===== config.mk =====
export PLATFORM = sky130hd
export DESIGN_NAME = wegs_ctrl
export DESIGN_NICKNAME = d
export VERILOG_FILES = /design/src/design/wegs_pkg.sv /design/src/design/wegs_ctrl.sv
export SDC_FILE = /design/constraint.sdc
export NUM_CORES = 1
export LEC_CHECK = 0
export ABC_AREA = 1
export BUFFER_PORTS_ARGS = -buffer_cell sky130_fd_sc_hd__buf_2
export CAP_MARGIN = 40
export CORE_MARGIN = 2
export CORE_UTILIZATION = 51
export DETAILED_ROUTE_END_ITERATION = 10
export GPL_ROUTABILITY_DRIVEN = 0
export PLACE_DENSITY = 0.75
export SYNTH_ARGS = -nofsm -noshare
export SYNTH_HDL_FRONTEND = slang
export SYNTH_SLANG_ARGS = --single-unit
export TNS_END_PERCENT = 30

===== constraint.sdc =====
create_clock -name i_clk -period 1.6 [get_ports i_clk]
set_clock_uncertainty 0.1 [all_clocks]
set_input_delay 0.32 -clock i_clk [delete_from_list [all_inputs] [get_ports i_clk]]
set_output_delay 0.32 -clock i_clk [all_outputs]
set_load 0.02 [all_outputs]

===== src/design/wegs_pkg.sv =====
// ----------------------------------------------------------------------------
// wegs_pkg: shared types and constants of the wave grid step block
// Grid geometry, fixed-point widths, controller states and the command
// bundle that runs from the controller to the datapath.
// ----------------------------------------------------------------------------
package wegs_pkg;

    localparam int MAX_ROWS  = 64;
    localparam int MAX_COLS  = 64;
    localparam int ROW_W     = $clog2(MAX_ROWS);
    localparam int COL_W     = $clog2(MAX_COLS);
    localparam int CELLS     = MAX_ROWS * MAX_COLS;
    localparam int ADDR_W    = ROW_W + COL_W;
    localparam int VAL_W     = 32;
    localparam int FRAC_W    = 24;
    localparam int COEF_W    = 24;
    localparam int DIM_W     = 7;
    localparam int STEPS_W   = 16;
    localparam int IDX_W     = 3;
    localparam int CFG_W     = 24;
    localparam int IN_DATA_W = 48;
    localparam int OUT_DATA_W = 48;

    // sweep: issue reads for CELLS + one row of lookahead, then drain the pipe
    localparam int ISSUE_N   = CELLS + MAX_COLS;
    localparam int PIPE_N    = 5;
    localparam int TOTAL     = ISSUE_N + PIPE_N;
    localparam int CNT_W     = $clog2(TOTAL);

    localparam int DIFF_W    = 35;
    localparam int MAG_W     = 34;
    localparam int PROD_W    = MAG_W + COEF_W;
    localparam int SUM_W     = 36;

    localparam logic signed [VAL_W-1:0] LIMIT = VAL_W'(10 <<< FRAC_W);

    localparam logic [IDX_W-1:0] REG_ROWS   = 3'd0;
    localparam logic [IDX_W-1:0] REG_COLS   = 3'd1;
    localparam logic [IDX_W-1:0] REG_COEF_H = 3'd2;
    localparam logic [IDX_W-1:0] REG_COEF_V = 3'd3;
    localparam logic [IDX_W-1:0] REG_SRC_R  = 3'd4;
    localparam logic [IDX_W-1:0] REG_SRC_C  = 3'd5;

    localparam logic CMD_STEP = 1'b0;
    localparam logic CMD_READ = 1'b1;

    typedef enum logic [2:0] {
        ST_CLEAR,
        ST_IDLE,
        ST_STEP,
        ST_READ,
        ST_RWAIT,
        ST_OUT
    } t_state;

    typedef struct packed {
        logic             clr;
        logic             issue;
        logic             kvalid;
        logic [CNT_W-1:0] cnt;
        logic             load;
        logic             step_start;
        logic             step_done;
        logic             rd_sel;
        logic             rd_cap;
    } t_cmd;

    function automatic logic signed [VAL_W-1:0] sat_val(input logic signed [SUM_W-1:0] v);
        logic signed [SUM_W-1:0] hi;
        logic signed [SUM_W-1:0] lo;
        hi = SUM_W'({1'b0, {(VAL_W-1){1'b1}}});
        lo = -hi - SUM_W'(1);
        if (v > hi) begin
            sat_val = hi[VAL_W-1:0];
        end else if (v < lo) begin
            sat_val = lo[VAL_W-1:0];
        end else begin
            sat_val = v[VAL_W-1:0];
        end
    endfunction

endpackage


===== src/design/wegs_ctrl.sv =====
// ----------------------------------------------------------------------------
// wegs_ctrl: sequencer of the wave grid step block
// Runs the clearing pass, the step sweep and the cell read, and owns the
// input and output handshakes.
// ----------------------------------------------------------------------------
module wegs_ctrl (
    input  logic          i_clk,
    input  logic          i_rst_n,
    input  logic          i_s_tvalid,
    input  logic          i_s_tuser,
    output logic          o_s_tready,
    output logic          o_m_tvalid,
    input  logic          i_m_tready,
    output wegs_pkg::t_cmd o_cmd
);
    import wegs_pkg::*;

    t_state           r_state, n_state;
    logic [CNT_W-1:0] r_cnt, n_cnt;
    logic             w_accept;

    assign w_accept = i_s_tvalid && (r_state == ST_IDLE);

    always_comb begin
        n_state = r_state;
        n_cnt   = r_cnt;
        case (r_state)
            ST_CLEAR: begin
                n_cnt = r_cnt + CNT_W'(1);
                if (r_cnt == CNT_W'(CELLS - 1)) begin
                    n_state = ST_IDLE;
                    n_cnt   = '0;
                end
            end
            ST_IDLE: begin
                n_cnt = '0;
                if (w_accept) begin
                    n_state = (i_s_tuser == CMD_READ) ? ST_READ : ST_STEP;
                end
            end
            ST_STEP: begin
                n_cnt = r_cnt + CNT_W'(1);
                if (r_cnt == CNT_W'(TOTAL - 1)) begin
                    n_state = ST_OUT;
                    n_cnt   = '0;
                end
            end
            ST_READ:  n_state = ST_RWAIT;
            ST_RWAIT: n_state = ST_OUT;
            ST_OUT: begin
                if (i_m_tready) begin
                    n_state = ST_IDLE;
                end
            end
            default:  n_state = ST_IDLE;
        endcase
    end

    always_comb begin
        o_cmd            = '0;
        o_cmd.cnt        = r_cnt;
        o_cmd.clr        = (r_state == ST_CLEAR);
        o_cmd.issue      = (r_state == ST_STEP) && (r_cnt < CNT_W'(ISSUE_N));
        o_cmd.kvalid     = o_cmd.issue && (r_cnt >= CNT_W'(MAX_COLS));
        o_cmd.load       = w_accept;
        o_cmd.step_start = w_accept && (i_s_tuser == CMD_STEP);
        o_cmd.step_done  = (r_state == ST_STEP) && (r_cnt == CNT_W'(TOTAL - 1));
        o_cmd.rd_sel     = (r_state == ST_READ);
        o_cmd.rd_cap     = (r_state == ST_RWAIT);
        o_s_tready       = (r_state == ST_IDLE);
        o_m_tvalid       = (r_state == ST_OUT);
    end

    always_ff @(posedge i_clk) begin
        if (!i_rst_n) begin
            r_state <= ST_CLEAR;
            r_cnt   <= '0;
        end else begin
            r_state <= n_state;
            r_cnt   <= n_cnt;
        end
    end

    a_kvalid_in_issue: assert property (@(posedge i_clk) disable iff (!i_rst_n)
        o_cmd.kvalid |-> o_cmd.issue)
        else $error("prev read outside issue window");

    a_done_then_out: assert property (@(posedge i_clk) disable iff (!i_rst_n)
        o_cmd.step_done |=> o_m_tvalid)
        else $error("step end did not present a result");

    a_one_at_a_time: assert property (@(posedge i_clk) disable iff (!i_rst_n)
        o_s_tready |-> !o_m_tvalid && !o_cmd.clr)
        else $error("input taken while busy");

endmodule


### Word level (Yosys, flattened, before mapping)

Cells that the tools add are included.

* register bits: 16
* word-level logic and storage cells: 34
* output and inout bits: 23
* input bits: 5

* bitwise operators: 1
* reduce and logical (&&, ||, !) cells: 8
* $lt $le $gt $ge: 2
* add/sub/neg operators: 1
* mux-type cells: 9
* equality and inequality tests: 11

Operators with widths (number)
* case mux 13 bit (3 select lines): 1
* 2-to-1 mux 13 bit: 2
* case mux 3 bit (6 select lines): 1
* adder 13 x 1 -> 13 bit, second input constant: 1
* == test 13 x 12 -> 1 bit, second input constant: 1
* == test 13 bit, second input constant: 1
* greater-or-equal comparator 13 x 7 -> 1 bit, second input constant: 1
* < comparator 13 bit, second input constant: 1
* 2-to-1 mux 3 bit: 4
* == test 3 x 2 -> 1 bit, second input constant: 2
* == test 3 bit, second input constant: 2
* inequality test 2 x 1 -> 1 bit, second input constant: 3
* logical AND 1 bit: 5
* AND reduction 4 bit: 1
* == test 3 x 1 -> 1 bit, second input constant: 1
* zero test 3 bit: 1
* nonzero test 3 bit: 1
* inequality test 2 bit, second input constant: 1
* 2-to-1 mux 1 bit: 1
* NOT 1 bit: 1

### Logic depth before layout (Yosys ltp)

Gate-level depths: netlist of run 1.

* depth in word-level cells: 4
* gate-level depth with buffers: 10
* mapped depth without buffers: 10

### Least setup slack after synthesis of run 1

Ideal clock, no wire load.

* path kind: flip-flop to output port
* start point: register r_cnt[9]
* end point: output o_cmd[18] (netlist bit)
* slack: -0.123 ns
* data arrival time: 1.303 ns
* cell stages (with the launch flop): 6
* buffers on the path: 0
* data required time: 1.180 ns
* cells stage by stage: dfxtp_1 -> inv_1 -> nand2_1 -> nor4_1 -> o21ai_0 -> a21oi_1

RTL lines
* from (decl): RTL line wegs_ctrl.sv:19 `logic [CNT_W-1:0] r_cnt, n_cnt;`
* from (signal assigned): RTL line wegs_ctrl.sv:80 `r_cnt <= n_cnt;`
* to (decl): RTL line wegs_ctrl.sv:14 `output wegs_pkg::t_cmd o_cmd`

==> results of run 1 <==
## worst min path at each step
stage                         from    endpoint
after floorplan            i_rst_n  r_state[2]
after global placement    r_cnt[0]    r_cnt[0]
after detailed placement  r_cnt[0]    r_cnt[0]
after CTS                  i_rst_n  r_state[2]
after global routing       i_rst_n  r_state[2]
final                      i_rst_n  r_state[2]
## final cells by class
cell class	instances	area (um^2)
Clock buffer	4	36.28
Timing Repair Buffer	40	261.5
Inverter	24	90.09
Sequential cell	16	342.8
Fill cell	143	454.2
Tap cell	27	33.78
Multi-Input combinational cell	112	743.2
## logic make-up after synthesis
logic type / count (synthesis) / synth area share
AO/OA/AOI/OAI: 6 / 0.03095
XOR/XNOR: 9 / 0.07500
adder cells (fa/ha/maj): 2 / 0.02381
buffers and inverters: 26 / 0.1119
flip-flops: 16 / 0.3048
AND/OR/NAND/NOR: 94 / 0.4536
## worst register-to-register path, stage by stage (launching register included)
cell	delay, ps
dfxtp_4	370
buf_6	110
ha_4	160
nand2_1	90
nor2_4	130
nand2_2	80
nor2_2	130
nand2_1	90
xor2_1	180
nor2_2	60
## registers in the layout, summed over array words and instances, names as in the netlist
signal,flops
r_cnt,13
r_state,3
## metrics by stage
stage / power [W] / worst slack, ps / util
floorplan: 0.001062 / 21.62 / -
global placement: 0.001174 / 66.96 / 0.6339
detailed placement: 0.001190 / 41.06 / 0.6339
CTS: 0.001525 / -188.6 / 0.6958
global route: 0.001846 / -287.6 / 0.7685
finish: 0.001730 / -205.4 / 0.7685
## report_power, final
group	leakage [nW]	internal [W]	total (W)	switching, W
Sequential	0.137	0.000466	0.000560	0.0000939
Clock	0.0210	0.000139	0.000278	0.000139
Combinational	0.508	0.000336	0.000892	0.000556
## cells in the mapped netlist
cell       n
a21boi_0   1
a21oi_1    2
buf_12     1
buf_4      1
dfxtp_1   16
ha_1       2
inv_1     20
inv_2      4
nand2_1   32
nand2_2    3
nand2_4    2
nand3_1   10
nand3_2    2
nand4_1    2
nand4_2    1
nor2_1    21
nor2_2    12
nor2_4     1
nor3_1     5
nor3_4     1
nor3b_1    1
nor4_1     1
o21ai_0    3
xor2_1     9
## layer usage
| metal | GRT usage | vias to the layer above |
|---|---|---|
| li1 | - | 562 |
| met1 | 0.2827 | 529 |
| met2 | 0.3829 | 42 |
| met3 | 0.05215 | 7 |
| met4 | 0.1204 | 0 |
| met5 | 0 | - |
## what timing repair did
item / CTS / global route
resized for setup: 18 / 34
buffers inserted: 5 / 3
pin swaps: 6 / 8
cloned: 0 / 1
setup endpoints to repair: 9 / 24
==> impl_metrics.env, run 1 <==
export IMPL_grt_use_total=0.2328
export IMPL_syn_to_final_growth_pct=43.45
export IMPL_finalHoldViolCount=0
export IMPL_wl_met2_um=1389
export IMPL_antenna_found_initial=0
export IMPL_cts_htree_levels=1
export IMPL_ys_seq_area_frac=0.3048
export IMPL_clock_latency_ps=300
export IMPL_setup_violations=5
export IMPL_fin_area_mm2=0.001508
export IMPL_finalCritPeriodShare=1.128
export IMPL_netlist_area_mm2=0.001051
export IMPL_met1_length_um=1276
export IMPL_synth_top_area_share=0.3048
export IMPL_min_path_cells=3
export IMPL_cts_inserted_buffers=3
export IMPL_slowest_delay_ps=360
export IMPL_min_period_ps=1805
export IMPL_ios=28
export IMPL_start_util=0.5357
export IMPL_layout_cells_non_filler=223
export IMPL_synthCells=153
export IMPL_yosys_area_top_type="dfxtp_1"
export IMPL_drive_gt1_frac=0.5510
export IMPL_fmax_mhz=553.9
export IMPL_min_path_type="primary input to register"
export IMPL_path_class="register to output pin"
export IMPL_drc=0
export IMPL_path_max_fanout=2
export IMPL_rsz0062_at_grt="yes"
export IMPL_cp_startpoint="r_cnt[0]"
export IMPL_wl_per_cell_um=12.87
export IMPL_cp_depth=7
export IMPL_relSlewSlack=0.7924
export IMPL_ir_worst_vdd_mv=1.104
export IMPL_grt_max_degree=14
export IMPL_crit_path_start_kind="register"
export IMPL_place_area_mm2=0.001244
export IMPL_fp_dieW_um=49.40
export IMPL_num_nets_final=204
export IMPL_worstReg2RegStart="r_cnt[0]"
export IMPL_cpLargestDelayFamily="simple AND/OR/NAND/NOR gates"
export IMPL_drv_cap=0
export IMPL_maxSlewViolCount=0
export IMPL_clock_sinks=16
export IMPL_status="finished with violations"
export IMPL_detail_route_first_pass_iterations=4
export IMPL_layout_commonest_cell="nand2_1"
export IMPL_cp_required_ps=1180
export IMPL_r2r_end="r_cnt[10]"
export IMPL_coreArea_mm2=0.001962
export IMPL_yosysUniqueCellTypes=24
export IMPL_ff2ff_path_depth=9
export IMPL_arrival_ps=1390
export IMPL_cts_root_buf="clkbuf_4"
export IMPL_yosysWarnings=0
export IMPL_synth_seq_cells=16
export IMPL_die_h_um=49.40
export IMPL_dr_wl_met3_um=151
export IMPL_critPathCapture="o_cmd[2]"
export IMPL_syn_avg_cell_area_um2=6.869
export IMPL_violations="negative setup slack"
export IMPL_dpl_hpwl_um=1943
export IMPL_overflow=0
export IMPL_path_common_cell="nor2_1"
export IMPL_synthesis_nets=160
export IMPL_hold_slack_ps=245.4
export IMPL_place_inst=210
export IMPL_cts_hold_buf=0
export IMPL_crit_buf_inv=2
export IMPL_max_clock_path_buffers=2
export IMPL_worst_slack_ps=-205.4
export IMPL_cts_tree="done"
export IMPL_rows=16
export IMPL_n_antenna_cell=0
export IMPL_slowest_stage="dfxtp_4"
export IMPL_die_area_mm2=0.002440
export IMPL_routed_top_layer="met4"
export IMPL_r2r_slack_ps=20
export IMPL_viasPerCell=5.112
export IMPL_p_per_area_mw_per_mm2=1148
export IMPL_p_leak_nw=0.6654
export IMPL_portBuffers=27
export IMPL_worstPathCellList="inv_2 -> ha_4 -> nand2_1 -> nor2_1 -> nand3_1 -> nor2_1 -> buf_4"
export IMPL_grt_pass1_vias=1069
export IMPL_layout_cells_most_common_list="28 x nand2_1, 20 x buf_2, 17 x buf_4"
export IMPL_wl_um=2871
export IMPL_cts_reportedPaths_clkPinSlew_ps=90
export IMPL_drt_iter0_markers=32
export IMPL_grt_pass1_wl_um=4457
export IMPL_ant_nets=0
export IMPL_yosys_top_cells_area="dfxtp_1 30%, nand2_1 11%, nor2_1 7.5%, xor2_1 7.5%, inv_1 7.1%"
export IMPL_cp_end_kind="output pin"
export IMPL_setup_tns_ps=-637.1
export IMPL_worst_pin_slew_ps=310.8
export IMPL_vias=1140
(Power assumes the default switching activity.)
==> inputs of run 2 (changes only) <==
--- a/config.mk
+++ b/config.mk
@@ -12,7 +12,7 @@
 export CORE_UTILIZATION = 51
 export DETAILED_ROUTE_END_ITERATION = 10
 export GPL_ROUTABILITY_DRIVEN = 0
-export PLACE_DENSITY = 0.75
+export PLACE_DENSITY = 0.86
 export SYNTH_ARGS = -nofsm -noshare
 export SYNTH_HDL_FRONTEND = slang
 export SYNTH_SLANG_ARGS = --single-unit
==> run 2 against run 1 <==
Net effect: the run still ends with negative setup slack left; first-iteration DRC count down 6.3%; die area is the same; hold slack better by 11 ps; design area shrank 0.66%; largest cell class unchanged; highest routed layer unchanged.
==> impl_metrics.env, run 2 (synthesis gave the netlist of run 1 again) <==
export IMPL_status="finished with violations"
export IMPL_violations="negative setup slack"
export IMPL_layout_commonest_cell="nand2_1"
export IMPL_clock_power_share=0.158
export IMPL_dpl_hpwl_um=1800
export IMPL_crit_buf_inv=2
export IMPL_setup_violations=12
export IMPL_layout_cells_most_common_list="27 x nand2_1, 21 x buf_2, 16 x nor2_1"
export IMPL_die_h_um=49.40
export IMPL_cts_htree_levels=1
export IMPL_finalCritPeriodShare=1.155
export IMPL_crit_path_start_kind="register"
export IMPL_path_max_fanout=2
export IMPL_die_area_mm2=0.002440
export IMPL_min_period_ps=1849
export IMPL_p_total_w=0.001671
export IMPL_cts_root_buf="clkbuf_4"
export IMPL_worst_pin_slew_ps=271.9
export IMPL_grt_pass1_vias=1024
export IMPL_slowest_delay_ps=320
export IMPL_rows=16
export IMPL_min_path_type="primary input to register"
export IMPL_start_util=0.5357
export IMPL_swShare=0.4562
export IMPL_cts_tree="done"
export IMPL_largest_register_ffs=13
export IMPL_intPower_w=0.0009087
export IMPL_fp_dieW_um=49.40
export IMPL_drt_iter0_markers=30
export IMPL_pwr_share_seq=0.332
export IMPL_cts_inserted_buffers=3
export IMPL_relSlewSlack=0.8174
export IMPL_reg_top3="r_cnt x13, r_state x3"
export IMPL_cp_required_ps=1180
export IMPL_cpLargestDelayFamily="simple AND/OR/NAND/NOR gates"
export IMPL_rsz0062_at_grt="yes"
export IMPL_dp_worst_setup_slack_ps=20.10
export IMPL_coreArea_mm2=0.001962
export IMPL_num_nets_final=201
export IMPL_maxSlewViolCount=0
export IMPL_finalHoldViolCount=0
export IMPL_wl_per_cell_um=13.22
export IMPL_max_clock_path_buffers=2
export IMPL_r2r_slack_ps=-20
export IMPL_n_antenna_cell=0
export IMPL_path_class="register to output pin"
export IMPL_ant_nets=0
export IMPL_clock_sinks=16
export IMPL_fmax_mhz=541.0
export IMPL_drv_cap=0
export IMPL_syn_to_final_growth_pct=42.50
export IMPL_p_per_area_mw_per_mm2=1116
export IMPL_clock_latency_ps=290
export IMPL_worst_slack_ps=-248.6
export IMPL_detail_route_first_pass_iterations=4
export IMPL_cts_reportedPaths_clkPinSlew_ps=90
export IMPL_grt_busiest_layer="met2"
export IMPL_grt_use_total=0.2317
export IMPL_drc=0
export IMPL_ios=28
export IMPL_portBuffers=27
export IMPL_antenna_found_initial=0
export IMPL_overflow=0
export IMPL_vias=1121
export IMPL_grt_max_degree=14
export IMPL_slowest_stage="dfxtp_1"
export IMPL_arrival_ps=1430
export IMPL_pwr_share_comb=0.510
export IMPL_p_leak_nw=0.6577
export IMPL_grt_pass1_wl_um=4395
export IMPL_cp_end_kind="output pin"
export IMPL_met3_usage=0.02761
export IMPL_use_met1=0.2719
export IMPL_met2_usage=0.4212
export IMPL_wl_um=2908
export IMPL_switching_power_w=0.0007624
export IMPL_regMostFlops="r_cnt"
export IMPL_worstPathCellList="inv_1 -> nand2_4 -> nor4_4 -> o21ai_2 -> a21oi_2 -> buf_6"
export IMPL_ir_worst_vdd_mv=1.026
export IMPL_viasPerCell=5.095
export IMPL_drive_gt1_frac=0.5389
## run 2: metrics by stage
stage                     hold WS (ps)  area [um^2]  TNS, ps  std cells    util
after floorplan                  341.4         1065        0        153       -
after global placement           446.6         1229        0        208  0.6263
after detailed placement         473.8         1229        0        208  0.6263
after CTS                        216.4         1394   -606.5        217  0.7105
after global routing             244.0         1498    -1722        220  0.7634
final                            256.2         1498   -858.6        220  0.7634
## run 2: routing by layer
layer / up-vias / wire (um)
li1: 561 / -
met1: 521 / 1167
met2: 35 / 1590
met3: 4 / 101
met4: 0 / 48
met5: - / 0
## run 2: final timing paths
kind                      to      start  depth (start not counted)
hold reg to reg     r_cnt[1]   r_cnt[1]                          4
hold / removal    r_state[2]    i_rst_n                          3
setup reg to reg   r_cnt[10]   r_cnt[7]                          9
setup / recovery   o_cmd[18]  r_cnt[11]                          6
## run 2: timing repair
item | in CTS | in global routing
buffers inserted | 5 | 2
setup endpoints to repair | 10 | 23
hold buffers | 0 | 0
gates resized for setup | 31 | 22
cloned | 0 | 1
pin swaps | 8 | 7
## run 2: area by class of cell
| type | count | area, um^2 |
|---|---|---|
| inverters | 24 | 90.09 |
| well taps | 27 | 33.78 |
| repair buffers | 37 | 232.7 |
| fillers | 160 | 464.2 |
| multi-input cells | 112 | 760.7 |
| clock buffers | 4 | 36.28 |
| flip-flops and latches | 16 | 344.1 |
## run 2: tightest hold or removal path, cell delays in order
cell and delay, ps:
buf_2 170, nand2_1 90, nor2_1 40
## run 2: power by group through the flow
| stage | registers (W) | clock network, W | logic [W] |
|---|---|---|---|
| 3_3_place_gp | 0.000542 | 0 | 0.000618 |
| 5_1_grt | 0.000561 | 0.000294 | 0.000922 |
| 6_report | 0.000554 | 0.000265 | 0.000852 |
| 2_1_floorplan | 0.000564 | 0 | 0.000498 |
| 3_5_place_dp | 0.000551 | 0 | 0.000635 |
| 4_1_cts | 0.000538 | 0.000273 | 0.000752 |
==> inputs of run 3 (changes only) <==
--- a/config.mk
+++ b/config.mk
@@ -9,10 +9,10 @@
 export BUFFER_PORTS_ARGS = -buffer_cell sky130_fd_sc_hd__buf_2
 export CAP_MARGIN = 40
 export CORE_MARGIN = 2
-export CORE_UTILIZATION = 51
+export CORE_UTILIZATION = 46
 export DETAILED_ROUTE_END_ITERATION = 10
 export GPL_ROUTABILITY_DRIVEN = 0
-export PLACE_DENSITY = 0.86
+export PLACE_DENSITY = 0.82
 export SYNTH_ARGS = -nofsm -noshare
 export SYNTH_HDL_FRONTEND = slang
 export SYNTH_SLANG_ARGS = --single-unit
==> constraint.sdc (replaced) <==
create_clock -name i_clk -period 1.7 [get_ports i_clk]
set_clock_uncertainty 0.1 [all_clocks]
set_input_delay 0.34 -clock i_clk [delete_from_list [all_inputs] [get_ports i_clk]]
set_output_delay 0.34 -clock i_clk [all_outputs]
set_load 0.02 [all_outputs]
==> run 3 against run 2 <==
Net effect: the run still ends with negative setup slack left; first-iteration DRC count decreased by 6.7%; clock power decreased by 23%; design area decreased by 1.6%; die area increased by 10%; global-route usage decreased by 3.6 points; power decreased by 8.3%; hold slack improved by 27 ps; routed wire length decreased by 2.4%; critical path type unchanged.
==> impl_metrics.env, run 3 (synthesis gave the netlist of run 1 again) <==
export IMPL_rows=17
export IMPL_regMostFlops="r_cnt"
export IMPL_p_leak_nw=0.6705
export IMPL_die_h_um=51.80
export IMPL_cts_hold_buf=0
export IMPL_max_clock_path_buffers=2
export IMPL_met3_usage=0.02874
export IMPL_layout_cells_most_common_list="28 x nand2_1, 23 x buf_2, 17 x buf_4"
export IMPL_crit_buf_inv=3
export IMPL_maxSlewViolCount=0
export IMPL_ir_worst_vdd_mv=0.9736
export IMPL_setup_violations=4
export IMPL_crit_path_start_kind="register"
export IMPL_grt_pass1_wl_um=3967
export IMPL_detail_route_first_pass_iterations=4
export IMPL_wl_um=2839
export IMPL_finalHoldViolCount=0
export IMPL_dpl_hpwl_um=1788
export IMPL_cp_depth=6
export IMPL_grt_use_total=0.1954
export IMPL_coreArea_mm2=0.002191
export IMPL_viasPerCell=4.996
export IMPL_drc=0
export IMPL_worst_pin_slew_ps=256.9
export IMPL_n_antenna_cell=0
export IMPL_path_max_fanout=2
export IMPL_portBuffers=27
export IMPL_grt_pass1_vias=955
export IMPL_antenna_found_initial=0
export IMPL_violations="negative setup slack"
export IMPL_rsz0062_at_grt="yes"
export IMPL_syn_to_final_growth_pct=40.24
export IMPL_cts_inserted_buffers=3
export IMPL_layout_cells_non_filler=225
export IMPL_cts_tree="done"
export IMPL_clock_latency_ps=280
export IMPL_clock_sinks=16
export IMPL_finalCritPeriodShare=1.066
export IMPL_r2r_slack_ps=70
export IMPL_drive_gt1_frac=0.5178
export IMPL_wl_per_cell_um=12.62
export IMPL_min_period_ps=1813
export IMPL_p_per_area_mw_per_mm2=1040
export IMPL_cts_root_buf="clkbuf_4"
export IMPL_worstReg2RegStart="r_cnt[1]"
export IMPL_grt_busiest_layer="met2"
export IMPL_r2r_end="r_cnt[7]"
export IMPL_cts_reportedPaths_clkPinSlew_ps=100
export IMPL_worstPathCellList="inv_2 -> nand2_4 -> nor4_4 -> buf_4 -> a21oi_2 -> buf_4"
export IMPL_grt_max_degree=14
export IMPL_met2_usage=0.3333
export IMPL_ios=28
export IMPL_cts_htree_levels=1
export IMPL_die_area_mm2=0.002683
export IMPL_start_util=0.4797
export IMPL_drt_iter0_markers=28
export IMPL_dp_worst_setup_slack_ps=78.09
export IMPL_min_path_type="primary input to register"
export IMPL_cp_required_ps=1260
export IMPL_ff2ff_path_depth=10
export IMPL_vias=1124
export IMPL_worstHoldStart="i_rst_n"
export IMPL_utilization=0.6728
export IMPL_place_inst=211
export IMPL_hold_slack_ps=282.9
export IMPL_setup_tns_ps=-260.0
export IMPL_fp_dieW_um=51.80
export IMPL_num_nets_final=206
export IMPL_largest_register_ffs=13
export IMPL_overflow=0
export IMPL_path_common_cell="buf_4"
export IMPL_path_class="register to output pin"
export IMPL_fmax_mhz=551.6
export IMPL_layout_commonest_cell="nand2_1"
export IMPL_nFillCells=178
export IMPL_reg_top3="r_cnt x13, r_state x3"
export IMPL_ant_nets=0
export IMPL_drv_cap=0
export IMPL_cp_startpoint="r_cnt[8]"
export IMPL_critPathCapture="o_cmd[18]"
export IMPL_status="finished with violations"
export IMPL_cp_end_kind="output pin"
export IMPL_arrival_ps=1370
export IMPL_worst_slack_ps=-112.8
export IMPL_slowest_stage="dfxtp_2"
export IMPL_relSlewSlack=0.8274
export IMPL_slowest_delay_ps=340
export IMPL_cpLargestDelayFamily="buffers and inverters"
export IMPL_use_met1=0.2518
## run 3: cell types whose count changed in the layout (fill, tap and decap cells not counted), moves of 2 or more
cell / change
dfxtp_1: +3
dfxtp_2: -4
buf_2: +2
buf_4: +3
nand3_1: +2
## run 3: layer usage
metal	vias to the layer above	wire length, um	part of all wire
met5	-	0	0
met4	0	80	0.028
met3	8	110	0.039
met2	29	1434	0.51
met1	520	1213	0.43
li1	567	-	-
## run 3: worst min path at each step
stage | endpoint | slack, ps | cells after the start
2_1_floorplan | r_state[2] | 360 | 2
3_3_place_gp | r_cnt[9] | 480 | 4
3_5_place_dp | r_cnt[9] | 470 | 4
4_1_cts | r_state[2] | 220 | 3
5_1_grt | r_state[2] | 300 | 3
6_report | r_state[2] | 280 | 3
## run 3: power breakdown
| part | total [W] | leakage [nW] | switching, W | internal [W] |
|---|---|---|---|---|
| sequential | 0.000518 | 0.135 | 0.0000799 | 0.000438 |
| clock | 0.000203 | 0.0138 | 0.000121 | 0.0000823 |
| combinational | 0.000812 | 0.521 | 0.000510 | 0.000302 |
| total | 0.00153 | 0.670 | 0.000711 | 0.000822 |
## run 3: timing repair
item / CTS / global route
setup endpoints to repair: 5 / 20
pin swaps: 5 / 11
resized for setup: 16 / 30
buffers inserted: 4 / 6
cloned: 0 / 1
## run 3: cell type report
type | instances | area (um^2) | share of cell area
Timing Repair Buffer | 42 | 265.3 | 0.1800
Inverter | 24 | 90.09 | 0.06112
Multi-Input combinational cell | 112 | 718.2 | 0.4873
Tap cell | 28 | 35.03 | 0.02377
Clock buffer | 3 | 22.52 | 0.01528
Sequential cell | 16 | 342.8 | 0.2326
## run 3: stage by stage
stage	power [W]	instance area [um^2]
floorplan	0.0009945	1061
global placement	0.001086	1241
detailed placement	0.001103	1241
CTS	0.001340	1329
global route	0.001619	1474
finish	0.001533	1474
## run 3: worst reg2reg max path, stage by stage (launching register included)
cell and delay [ps]:
dfxtp_2 330, inv_2 70, ha_4 130, nand2_2 50
nor2_2 130, nand3_1 110, buf_4 150, nand2_2 120
nand3_4 140, nand2_4 160, nor2_2 40
